$ cat src/rtl/core/boot_keyboard_report_to_keys_top_assert.svh
// ----------------------------------------------------------------------------
// boot keyboard report to keys: assertion macros
// concurrent check helpers, empty when SYNTH is defined
// ----------------------------------------------------------------------------
`ifndef BOOT_KEYBOARD_REPORT_TO_KEYS_TOP_ASSERT_SVH
`define BOOT_KEYBOARD_REPORT_TO_KEYS_TOP_ASSERT_SVH

`ifndef SYNTH
// same-cycle implication
`define BKR_ASSERT(lbl, clk_s, rstn_s, ante, cons) \
  lbl: assert property (@(posedge clk_s) disable iff (!rstn_s) (ante) |-> (cons)) \
    else $error("bkr assertion failed");
// next-cycle implication
`define BKR_ASSERT_NEXT(lbl, clk_s, rstn_s, ante, cons) \
  lbl: assert property (@(posedge clk_s) disable iff (!rstn_s) (ante) |=> (cons)) \
    else $error("bkr assertion failed");
`else
`define BKR_ASSERT(lbl, clk_s, rstn_s, ante, cons)
`define BKR_ASSERT_NEXT(lbl, clk_s, rstn_s, ante, cons)
`endif

`endif

$ cat src/rtl/core/bkr_pkg.sv
// ----------------------------------------------------------------------------
// bkr_pkg
// shared types, constants and the usage decoder for the keyboard block
// ----------------------------------------------------------------------------
`timescale 1ns / 1ps

package bkr_pkg;

  localparam int KeySlotsDef = 6;
  localparam int QueueDepth  = 2;
  localparam int QLvlW       = $clog2(QueueDepth + 1);
  localparam int QPtrW       = (QueueDepth > 1) ? $clog2(QueueDepth) : 1;

  localparam logic [6:0] MinReportLen = 7'd8;
  localparam logic [7:0] ShiftMask    = 8'h22;

  // usage ranges
  localparam logic [7:0] UsageLetterA = 8'h04;
  localparam logic [7:0] UsageLetterZ = 8'h1D;
  localparam logic [7:0] UsageDigit1  = 8'h1E;
  localparam logic [7:0] UsageDigit0  = 8'h27;
  localparam logic [7:0] UsagePunctLo = 8'h2C;
  localparam logic [7:0] UsagePunctHi = 8'h38;

  // special key usages
  localparam logic [7:0] UsageEnter  = 8'h28;
  localparam logic [7:0] UsageEsc    = 8'h29;
  localparam logic [7:0] UsageBksp   = 8'h2A;
  localparam logic [7:0] UsageTab    = 8'h2B;
  localparam logic [7:0] UsageDelete = 8'h4C;
  localparam logic [7:0] UsageRight  = 8'h4F;
  localparam logic [7:0] UsageLeft   = 8'h50;
  localparam logic [7:0] UsageDown   = 8'h51;
  localparam logic [7:0] UsageUp     = 8'h52;

  // special key codes
  localparam logic [3:0] SpEnter  = 4'd0;
  localparam logic [3:0] SpEsc    = 4'd1;
  localparam logic [3:0] SpBksp   = 4'd2;
  localparam logic [3:0] SpDelete = 4'd3;
  localparam logic [3:0] SpTab    = 4'd4;
  localparam logic [3:0] SpLeft   = 4'd5;
  localparam logic [3:0] SpRight  = 4'd6;
  localparam logic [3:0] SpUp     = 4'd7;
  localparam logic [3:0] SpDown   = 4'd8;

  localparam logic KindChar    = 1'b0;
  localparam logic KindSpecial = 1'b1;
  localparam logic CmdReport   = 1'b0;
  localparam logic CmdAttach   = 1'b1;

  localparam logic [6:0] DigitPlain [10] = '{
    7'h31, 7'h32, 7'h33, 7'h34, 7'h35, 7'h36, 7'h37, 7'h38, 7'h39, 7'h30
  };
  localparam logic [6:0] DigitShift [10] = '{
    7'h21, 7'h40, 7'h23, 7'h24, 7'h25, 7'h5E, 7'h26, 7'h2A, 7'h28, 7'h29
  };
  // zero marks an unmapped usage
  localparam logic [6:0] PunctPlain [13] = '{
    7'h20, 7'h2D, 7'h3D, 7'h5B, 7'h5D, 7'h5C, 7'h00, 7'h3B, 7'h27, 7'h60,
    7'h2C, 7'h2E, 7'h2F
  };
  localparam logic [6:0] PunctShift [13] = '{
    7'h20, 7'h5F, 7'h2B, 7'h7B, 7'h7D, 7'h7C, 7'h00, 7'h3A, 7'h22, 7'h7E,
    7'h3C, 7'h3E, 7'h3F
  };

  typedef struct packed {
    logic       command;
    logic [6:0] report_length;
    logic [7:0] modifiers;
    logic [7:0] key_slot_0;
    logic [7:0] key_slot_1;
    logic [7:0] key_slot_2;
    logic [7:0] key_slot_3;
    logic [7:0] key_slot_4;
    logic [7:0] key_slot_5;
  } in_t;

  typedef struct packed {
    logic       key_kind;
    logic [6:0] char_code;
    logic [3:0] special_key;
    logic       last_of_run;
  } out_t;

  typedef struct packed {
    logic       key_kind;
    logic [6:0] char_code;
    logic [3:0] special_key;
  } ev_t;

  localparam int EvBits = $bits(ev_t);

  typedef struct packed {
    logic      hit;
    ev_t       ev;
  } dec_t;

  typedef struct packed {
    logic             full;
    logic             empty;
    logic [QLvlW-1:0] level;
  } q_stat_t;

  function automatic dec_t key_decode(input logic [7:0] u, input logic shift);
    dec_t       d;
    logic [3:0] di;
    logic [3:0] pi;
    logic [6:0] pc;
    d  = '0;
    di = 4'(u - UsageDigit1);
    pi = 4'(u - UsagePunctLo);
    pc = shift ? PunctShift[pi] : PunctPlain[pi];
    if (u >= UsageLetterA && u <= UsageLetterZ) begin
      d.hit          = 1'b1;
      d.ev.char_code = shift ? 7'(u + 8'h3D) : 7'(u + 8'h5D);
    end else if (u >= UsageDigit1 && u <= UsageDigit0) begin
      d.hit          = 1'b1;
      d.ev.char_code = shift ? DigitShift[di] : DigitPlain[di];
    end else if (u >= UsagePunctLo && u <= UsagePunctHi && pc != 7'h00) begin
      d.hit          = 1'b1;
      d.ev.char_code = pc;
    end else begin
      d.ev.key_kind = KindSpecial;
      d.hit         = 1'b1;
      unique case (u)
        UsageEnter:  d.ev.special_key = SpEnter;
        UsageEsc:    d.ev.special_key = SpEsc;
        UsageBksp:   d.ev.special_key = SpBksp;
        UsageTab:    d.ev.special_key = SpTab;
        UsageDelete: d.ev.special_key = SpDelete;
        UsageRight:  d.ev.special_key = SpRight;
        UsageLeft:   d.ev.special_key = SpLeft;
        UsageDown:   d.ev.special_key = SpDown;
        UsageUp:     d.ev.special_key = SpUp;
        default: begin
          d.hit         = 1'b0;
          d.ev.key_kind = KindChar;
        end
      endcase
    end
    return d;
  endfunction

endpackage

$ cat src/rtl/core/bkr_front.sv
// ----------------------------------------------------------------------------
// bkr_front
// accepts reports, classifies each slot against the key history
// ----------------------------------------------------------------------------
`timescale 1ns / 1ps

module bkr_front #(
  parameter int KEY_SLOTS = bkr_pkg::KeySlotsDef
) (
  input  logic                                  clk,
  input  logic                                  rst_n,
  input  logic                                  in_valid,
  output logic                                  in_stall,
  input  bkr_pkg::in_t                          in_data,
  input  logic                                  output_enabled,
  input  bkr_pkg::q_stat_t                      q_stat,
  output logic                                  push,
  output logic [KEY_SLOTS*(bkr_pkg::EvBits+1)-1:0] push_data
);
  import bkr_pkg::*;

  logic [7:0]           hist_r   [KEY_SLOTS];
  logic [7:0]           hist_nxt [KEY_SLOTS];
  logic [7:0]           slot     [6];
  logic [KEY_SLOTS-1:0] fire;
  ev_t [KEY_SLOTS-1:0]  evs;
  dec_t                 dec;
  logic                 seen;
  logic                 shift;
  logic                 accept;
  logic                 is_report;

  assign slot[0] = in_data.key_slot_0;
  assign slot[1] = in_data.key_slot_1;
  assign slot[2] = in_data.key_slot_2;
  assign slot[3] = in_data.key_slot_3;
  assign slot[4] = in_data.key_slot_4;
  assign slot[5] = in_data.key_slot_5;

  assign shift     = |(in_data.modifiers & ShiftMask);
  assign in_stall  = q_stat.full;
  assign accept    = in_valid && !q_stat.full;
  assign is_report = (in_data.command == CmdReport) &&
                     (in_data.report_length >= MinReportLen);

  // per-slot classification, slots are independent
  always_comb begin
    for (int i = 0; i < KEY_SLOTS; i++) begin
      dec  = key_decode(slot[i], shift);
      seen = 1'b0;
      for (int j = 0; j < KEY_SLOTS; j++) begin
        if (hist_r[j] == slot[i]) seen = 1'b1;
      end
      fire[i] = (slot[i] != 8'h00) && !seen && dec.hit;
      evs[i]  = dec.ev;
    end
  end

  assign push      = accept && is_report && output_enabled && (|fire);
  assign push_data = {fire, evs};

  always_comb begin
    for (int i = 0; i < KEY_SLOTS; i++) begin
      hist_nxt[i] = hist_r[i];
      if (accept && in_data.command == CmdAttach) begin
        hist_nxt[i] = 8'h00;
      end else if (accept && is_report) begin
        hist_nxt[i] = slot[i];
      end
    end
  end

  always_ff @(posedge clk) begin
    for (int i = 0; i < KEY_SLOTS; i++) begin
      if (!rst_n) begin
        hist_r[i] <= 8'h00;
      end else begin
        hist_r[i] <= hist_nxt[i];
      end
    end
  end

endmodule

$ cat src/rtl/core/bkr_queue.sv
// ----------------------------------------------------------------------------
// bkr_queue
// short register queue of classified reports between front and back
// ----------------------------------------------------------------------------
`timescale 1ns / 1ps

module bkr_queue #(
  parameter int WIDTH = 8
) (
  input  logic             clk,
  input  logic             rst_n,
  input  logic             push,
  input  logic [WIDTH-1:0] push_data,
  input  logic             pop,
  output logic [WIDTH-1:0] head_data,
  output bkr_pkg::q_stat_t q_stat
);
  import bkr_pkg::*;

  logic [WIDTH-1:0] mem_r [QueueDepth];
  logic [QPtrW-1:0] wr_ptr_r, wr_ptr_nxt;
  logic [QPtrW-1:0] rd_ptr_r, rd_ptr_nxt;
  logic [QLvlW-1:0] level_r, level_nxt;

  function automatic logic [QPtrW-1:0] ptr_inc(input logic [QPtrW-1:0] p);
    return (p == QPtrW'(QueueDepth - 1)) ? '0 : QPtrW'(p + 1'b1);
  endfunction

  assign head_data    = mem_r[rd_ptr_r];
  assign q_stat.full  = (level_r == QLvlW'(QueueDepth));
  assign q_stat.empty = (level_r == '0);
  assign q_stat.level = level_r;

  always_comb begin
    wr_ptr_nxt = push ? ptr_inc(wr_ptr_r) : wr_ptr_r;
    rd_ptr_nxt = pop ? ptr_inc(rd_ptr_r) : rd_ptr_r;
    level_nxt  = level_r;
    if (push && !pop) level_nxt = QLvlW'(level_r + 1'b1);
    if (pop && !push) level_nxt = QLvlW'(level_r - 1'b1);
  end

  always_ff @(posedge clk) begin
    if (!rst_n) begin
      wr_ptr_r <= '0;
      rd_ptr_r <= '0;
      level_r  <= '0;
    end else begin
      wr_ptr_r <= wr_ptr_nxt;
      rd_ptr_r <= rd_ptr_nxt;
      level_r  <= level_nxt;
    end
  end

  always_ff @(posedge clk) begin
    if (push) mem_r[wr_ptr_r] <= push_data;
  end

endmodule

$ cat src/rtl/core/bkr_back.sv
// ----------------------------------------------------------------------------
// bkr_back
// walks the pending key events of one report, one event per transfer
// ----------------------------------------------------------------------------
`timescale 1ns / 1ps

module bkr_back #(
  parameter int KEY_SLOTS = bkr_pkg::KeySlotsDef
) (
  input  logic                                     clk,
  input  logic                                     rst_n,
  input  logic [KEY_SLOTS*(bkr_pkg::EvBits+1)-1:0] head_data,
  input  bkr_pkg::q_stat_t                         q_stat,
  output logic                                     pop,
  output logic                                     out_valid,
  input  logic                                     out_stall,
  output bkr_pkg::out_t                            out_data
);
  import bkr_pkg::*;

  logic [KEY_SLOTS-1:0] mask_r, mask_nxt;
  ev_t [KEY_SLOTS-1:0]  evs_r;
  logic [KEY_SLOTS-1:0] head_mask;
  ev_t [KEY_SLOTS-1:0]  head_evs;
  logic [KEY_SLOTS-1:0] low;
  logic [KEY_SLOTS-1:0] rest;
  ev_t                  sel;
  logic                 adv;
  logic                 load;
  logic                 out_valid_r, out_valid_nxt;
  out_t                 out_data_r;

  assign {head_mask, head_evs} = head_data;

  assign low  = mask_r & KEY_SLOTS'(~mask_r + 1'b1);
  assign rest = mask_r & ~low;
  assign adv  = (|mask_r) && (!out_valid_r || !out_stall);
  assign load = !q_stat.empty && ((mask_r == '0) || (adv && rest == '0));
  assign pop  = load;

  always_comb begin
    sel = '0;
    for (int i = 0; i < KEY_SLOTS; i++) begin
      if (low[i]) sel = sel | evs_r[i];
    end
  end

  always_comb begin
    mask_nxt = mask_r;
    if (load) begin
      mask_nxt = head_mask;
    end else if (adv) begin
      mask_nxt = rest;
    end
    if (adv) begin
      out_valid_nxt = 1'b1;
    end else begin
      out_valid_nxt = out_valid_r && out_stall;
    end
  end

  always_ff @(posedge clk) begin
    if (!rst_n) begin
      mask_r      <= '0;
      out_valid_r <= 1'b0;
    end else begin
      mask_r      <= mask_nxt;
      out_valid_r <= out_valid_nxt;
    end
  end

  always_ff @(posedge clk) begin
    if (load) evs_r <= head_evs;
    if (adv) begin
      out_data_r.key_kind    <= sel.key_kind;
      out_data_r.char_code   <= sel.char_code;
      out_data_r.special_key <= sel.special_key;
      out_data_r.last_of_run <= (rest == '0);
    end
  end

  assign out_valid = out_valid_r;
  assign out_data  = out_data_r;

endmodule

$ cat src/rtl/core/boot_keyboard_report_to_keys_top.sv
// ----------------------------------------------------------------------------
// boot_keyboard_report_to_keys_top
// boot keyboard reports in, US-layout key events out
// ----------------------------------------------------------------------------
// path: a report's events are written to the queue, loaded into the back event
//   mask and then registered at the output before the first event is valid
// throughput: one key event per cycle from the back sequencer while out_stall
//   is low, up to KEY_SLOTS per report; the front takes a report each cycle
//   while the 2-entry queue has room
// reset: synchronous active-low rst_n clears key history, queue, output
//   enable and valid flags; no clearing pass
`timescale 1ns / 1ps
`include "boot_keyboard_report_to_keys_top_assert.svh"

module boot_keyboard_report_to_keys_top #(
  parameter int KEY_SLOTS = bkr_pkg::KeySlotsDef
) (
  input  logic          clk,
  input  logic          rst_n,
  // report channel
  input  logic          in_valid,
  output logic          in_stall,
  input  bkr_pkg::in_t  in_data,
  // key event channel
  output logic          out_valid,
  input  logic          out_stall,
  output bkr_pkg::out_t out_data,
  // output enable register write
  input  logic          cfg_valid,
  output logic          cfg_ready,
  input  logic          cfg_data
);
  import bkr_pkg::*;

  localparam int JobW = KEY_SLOTS * (EvBits + 1);

  logic            output_enabled_r, output_enabled_nxt;
  logic            push;
  logic [JobW-1:0] push_data;
  logic            pop;
  logic [JobW-1:0] head_data;
  q_stat_t         q_stat;

  // config write always completes in one transfer
  assign cfg_ready          = 1'b1;
  assign output_enabled_nxt = (cfg_valid && cfg_ready) ? cfg_data : output_enabled_r;

  always_ff @(posedge clk) begin
    if (!rst_n) begin
      output_enabled_r <= 1'b0;
    end else begin
      output_enabled_r <= output_enabled_nxt;
    end
  end

  // front: takes reports, compares slots with the previous report, updates
  // history right away so back-to-back reports see the right history
  bkr_front #(
    .KEY_SLOTS (KEY_SLOTS)
  ) u_front (
    .clk            (clk),
    .rst_n          (rst_n),
    .in_valid       (in_valid),
    .in_stall       (in_stall),
    .in_data        (in_data),
    .output_enabled (output_enabled_r),
    .q_stat         (q_stat),
    .push           (push),
    .push_data      (push_data)
  );

  // only reports with at least one event enter the queue
  bkr_queue #(
    .WIDTH (JobW)
  ) u_queue (
    .clk       (clk),
    .rst_n     (rst_n),
    .push      (push),
    .push_data (push_data),
    .pop       (pop),
    .head_data (head_data),
    .q_stat    (q_stat)
  );

  // back: emits pending events in slot order, flags the last of each report
  bkr_back #(
    .KEY_SLOTS (KEY_SLOTS)
  ) u_back (
    .clk       (clk),
    .rst_n     (rst_n),
    .head_data (head_data),
    .q_stat    (q_stat),
    .pop       (pop),
    .out_valid (out_valid),
    .out_stall (out_stall),
    .out_data  (out_data)
  );

  // special keys carry no character, characters carry a zero special code
  `BKR_ASSERT(a_special_no_char, clk, rst_n, out_valid && out_data.key_kind == KindSpecial, out_data.char_code == 7'h00)
  `BKR_ASSERT(a_char_no_special, clk, rst_n, out_valid && out_data.key_kind == KindChar, out_data.special_key == SpEnter)
  // nothing is queued while output is disabled
  `BKR_ASSERT(a_no_push_disabled, clk, rst_n, !output_enabled_r, !push)
  // queue level tracks a lone push
  `BKR_ASSERT_NEXT(a_level_up, clk, rst_n, push && !pop, q_stat.level == QLvlW'($past(q_stat.level) + 1'b1))

endmodule
$ cat config.mk
export PLATFORM = sky130hd
export DESIGN_NAME = boot_keyboard_report_to_keys_top
export DESIGN_NICKNAME = d
export VERILOG_FILES = /design/src/rtl/core/bkr_pkg.sv /design/src/rtl/core/bkr_front.sv /design/src/rtl/core/bkr_queue.sv /design/src/rtl/core/bkr_back.sv /design/src/rtl/core/boot_keyboard_report_to_keys_top.sv
export VERILOG_INCLUDE_DIRS = /design/src /design/src/rtl/core
export SDC_FILE = /design/constraint.sdc
export NUM_CORES = 1
export LEC_CHECK = 0
export BUFFER_PORTS_ARGS = -buffer_cell sky130_fd_sc_hd__buf_2
export CAP_MARGIN = 20
export CORE_UTILIZATION = 40
export DETAILED_ROUTE_END_ITERATION = 16
export GPL_TIMING_DRIVEN = 0
export PLACE_DENSITY = 0.68
export SYNTH_ARGS = -nofsm -noshare
export SYNTH_HDL_FRONTEND = slang
export SYNTH_HIERARCHICAL = 1
export SYNTH_SLANG_ARGS = --single-unit
$ cat constraint.sdc
create_clock -name clk -period 18.9 [get_ports clk]
set_input_delay 0.945 -clock clk [delete_from_list [all_inputs] [get_ports clk]]
set_output_delay 0.945 -clock clk [all_outputs]
set_load 0.1 [all_outputs]
==> run summary <==
- Pins Over Slew Limit: 0
- global route overflow: 0
- Hold Violations, Final: 0
- overall power of the completed layout: 2.45 mW
- total area of multi-input combinational cells: 0.0116 sq mm
- Worst IR Drop VDD: 0.109 mV
- detailed-route via count: 17900
- worst-case headroom to the max-slew limit: 22.0%
- total area of sequential cells: 0.00846 sq mm
- Synth Warn #: 6
- Cell variety after synth: 95
- Buf+Inv Stages, Crit Path: 9
- Crit Path Max Fanout: 21
- wire length of the first global-routing pass: 103 mm
- growth of design area from synthesis to finish: 11.6%
- Worst Path Class, Setup: input pin to flip-flop
- clock-pin transition on the worst setup and hold timing paths: 0.06 ns
- pin count of the biggest net entering global routing: 49
- Port Buffer Count: 70
- number of synthesized register bits: 302
- CTS tree: done
- post-route antenna net violation count: 0
- mean instance size in the synthesized netlist: 9.60 sq um
- syn_nets: 2367
- outcome: complete, no violations
- total global routing track utilization: 25.2%
- Worst Setup Slack post-DPL: 12.65 ns
- class of the most critical hold timing path: flip-flop to flip-flop
- number of synthesized flops with an enable pin: 241
- leading register cell type out of synthesis: sky130_fd_sc_hd__edfxtp_1
- post-detailed-route DRC marker count: 0
- power density of the placed cells: 104 mW/mm^2
- number of global-route vias before repair: 17000
- Post-Syn Instances: 2199
- share of the cycle needed by the critical path after routing: 30.4%
- number of search-and-repair iterations in the first detailed-routing pass: 6
- Cell Rows: 83
- Max Fclk: 0.174 GHz
- routability-driven placement congestion ratio: 0.970
- max-cap viol count: 0
- minimum clock period after layout: 5.74 ns
- buffer levels on the longest clock path: 3
- starting density of the core: 40.8%
- number of top-level pins: 86
- required time of the critical path: 19.19 ns
- Die ar.: 0.0537 sq mm
- Max H-tree Level: 1
- final core occ: 45.6%
- Post-Syn Area: 0.0211 sq mm
- share of layout cells above drive strength 1: 12.4%
- Chip Height: 232 microns
- sequential share of the synthesized area: 40.0%
- leakage power: 8.34 nW
- Die Wd: 232 microns
- slowest library cell on the worst path: sky130_fd_sc_hd__clkbuf_1
- cell-by-cell trace of the critical path: buf_2, clkbuf_1, clkbuf_1, inv_1, ha_1, clkbuf_1, clkbuf_1, a21oi_1, a311oi_1, nor4_1, a31o_2, a21boi_0, o21bai_1, o41a_1, inv_1, nor2_4, buf_16, buf_16
- clock insertion delay at the later pin of the skew report: 0.60 ns
- final total negative setup slack: 0 ns
- root buffer cell: sky130_fd_sc_hd__clkbuf_16
- final WL: 69.2 mm
- per-cell routed wire length: 23.0 microns
- # setup viols final: 0
- arrival time worst endpoint: 6.03 ns
- clock sinks: 302
- transition time at the pin with the least slew margin: 1.17 ns
- initial antenna violation count: 6
- Crit. End Element: flip-flop
- most common library cell in the layout ignoring fill and taps: sky130_fd_sc_hd__edfxtp_1
- CORE AREA: 0.0517 sq mm
- min setup slack post-route: 13.16 ns
- cell occurring most often along the worst timing path: sky130_fd_sc_hd__clkbuf_1
- leading cell types in the layout, fill and taps excluded: 241 x sky130_fd_sc_hd__edfxtp_1, 237 x sky130_fd_sc_hd__nand2_1, 190 x sky130_fd_sc_hd__xnor2_1
- total number of nets in the final design: 2475
- CP peak stage delay: 0.65 ns
- unrepaired setup endpoints after global routing: no
- count of routing violations after the opening detailed-route iteration: 1953
- Post-DP HPWL: 51.2 mm
- category of the worst setup path launch point: input pin
- number of clock buffers inserted by TritonCTS: 31
- number of post-CTS setup repair buffers: 0
- fillers: 4864
- DR vias/cell: 5.92
- top cell family by delay on the critical path: buffers and inverters
- number of instances resized during post-cts repair: 0
- fraction of registers with async set/reset: 0%
- hold bufs inserted after CTS: 0
- Clock Skew: 0.0219 ns
==> per-layer routing <==
layer  track usage (%)  vias to the layer above  wire length, microns
met2              39.7                      932                 31000
met3              3.44                      208                  5440
met1              34.0                     8585                 29400
met4              12.3                        6                  3410
met5                 0                        -                    34
li1                  -                     8124                     -
==> synthesized netlist by cell type, types with 7 or more instances <==
cell / count / area share [%]
sky130_fd_sc_hd__a21boi_0: 7 / 0.25
sky130_fd_sc_hd__nand4_1: 45 / 1.3
sky130_fd_sc_hd__dfxtp_1: 61 / 5.8
sky130_fd_sc_hd__a311oi_1: 20 / 0.83
sky130_fd_sc_hd__ha_1: 98 / 5.8
sky130_fd_sc_hd__nor2_1: 98 / 1.7
sky130_fd_sc_hd__a222oi_1: 12 / 0.57
sky130_fd_sc_hd__inv_1: 52 / 0.92
sky130_fd_sc_hd__xor2_1: 142 / 5.9
sky130_fd_sc_hd__buf_2: 31 / 0.73
sky130_fd_sc_hd__and3_1: 10 / 0.30
sky130_fd_sc_hd__nand3b_1: 8 / 0.28
sky130_fd_sc_hd__a21oi_1: 168 / 4.0
sky130_fd_sc_hd__nor3_1: 30 / 0.71
sky130_fd_sc_hd__a21o_1: 8 / 0.28
sky130_fd_sc_hd__o21ai_1: 8 / 0.19
sky130_fd_sc_hd__nor3b_1: 20 / 0.71
sky130_fd_sc_hd__nor2b_1: 17 / 0.50
sky130_fd_sc_hd__a22oi_1: 21 / 0.75
sky130_fd_sc_hd__o21ai_0: 82 / 1.9
sky130_fd_sc_hd__o211ai_1: 22 / 0.78
sky130_fd_sc_hd__and2_1: 15 / 0.44
sky130_fd_sc_hd__or2_2: 7 / 0.21
sky130_fd_sc_hd__mux2_2: 84 / 4.5
sky130_fd_sc_hd__xnor2_1: 190 / 7.9
sky130_fd_sc_hd__a31oi_1: 31 / 0.92
sky130_fd_sc_hd__nand2b_1: 27 / 0.80
sky130_fd_sc_hd__a32oi_1: 7 / 0.29
sky130_fd_sc_hd__o22ai_1: 11 / 0.33
sky130_fd_sc_hd__nor4_1: 41 / 1.2
sky130_fd_sc_hd__clkbuf_1: 92 / 1.6
sky130_fd_sc_hd__nand2_1: 237 / 4.2
sky130_fd_sc_hd__o21a_1: 12 / 0.43
sky130_fd_sc_hd__a211oi_1: 16 / 0.57
sky130_fd_sc_hd__nand4b_1: 7 / 0.29
sky130_fd_sc_hd__buf_1: 68 / 1.2
sky130_fd_sc_hd__mux2i_1: 11 / 0.52
sky130_fd_sc_hd__edfxtp_1: 241 / 34
sky130_fd_sc_hd__nand3_1: 23 / 0.55
==> state kept, by name, indices dropped and copies added (netlist names), named ones only <==
signal / cells
output_enabled_r: 1
u_back/out_data: 13
u_back/mask_r: 6
u_queue/mem_r: 156
u_back/out_valid: 1
u_queue/level_r: 2
u_front/hist_r: 48
u_queue/wr_ptr_r: 1
u_queue/rd_ptr_r: 1
u_back/evs_r: 72
==> power breakdown <==
part           leakage (nW)  switching, mW  internal, mW
Clock                 0.541          0.263         0.398
Combinational          5.07          0.577         0.252
Sequential             2.73         0.0487         0.910
==> cells by family after synthesis <==
group	after synthesis	share of synthesized area (%)
multiplexers	99	5.43
AO/OA/AOI/OAI	492	15.2
other	1	0.0178
adder cells (fa/ha/maj)	99	5.85
buffers and inverters	256	4.99
XOR/XNOR	332	13.8
flip-flops	302	40.0
AND/OR/NAND/NOR	618	14.7
==> worst paths after layout <==
check,start,endpoint,slack (ns),depth (start not counted)
setup / recovery,in_data[19],u_queue/mem_r[0][53],13.16,18
hold / removal,output_enabled_r,output_enabled_r,0.52,2
setup reg to reg,u_front/hist_r[4][2],u_queue/mem_r[0][53],14.73,13
hold reg to reg,output_enabled_r,output_enabled_r,0.52,2
==> final cells by class <==
type                            instances  area share [%]
Inverter                               54           0.871
Timing Repair Buffer                   75            2.01
Sequential cell                       302            35.9
Antenna cell                            2          0.0212
Tap cell                              680            3.61
Buffer                                202            3.61
Clock inverter                         24            1.37
Multi-Input combinational cell       1641            49.3
Clock buffer                           34            3.34
==> tightest hold or removal path, delay by kind of cell, from the launching register on <==
kind / cells / cell delay [ns]
muxes: 1 / 0.07
DFF: 1 / 0.32
and+or+nand+nor: 1 / 0.09
==> metrics by stage <==
step                instance area (sq um)  hold WS [ns]  instances
floorplan                           21100         0.466       2199
finish                              23600         0.515       3014
global placement                    22300         0.474       2949
global route                        23600         0.542       3014
CTS                                 23600         0.516       3012
detailed placement                  22500         0.508       2954
No activity file was read; power rests on OpenSTA's default activity.
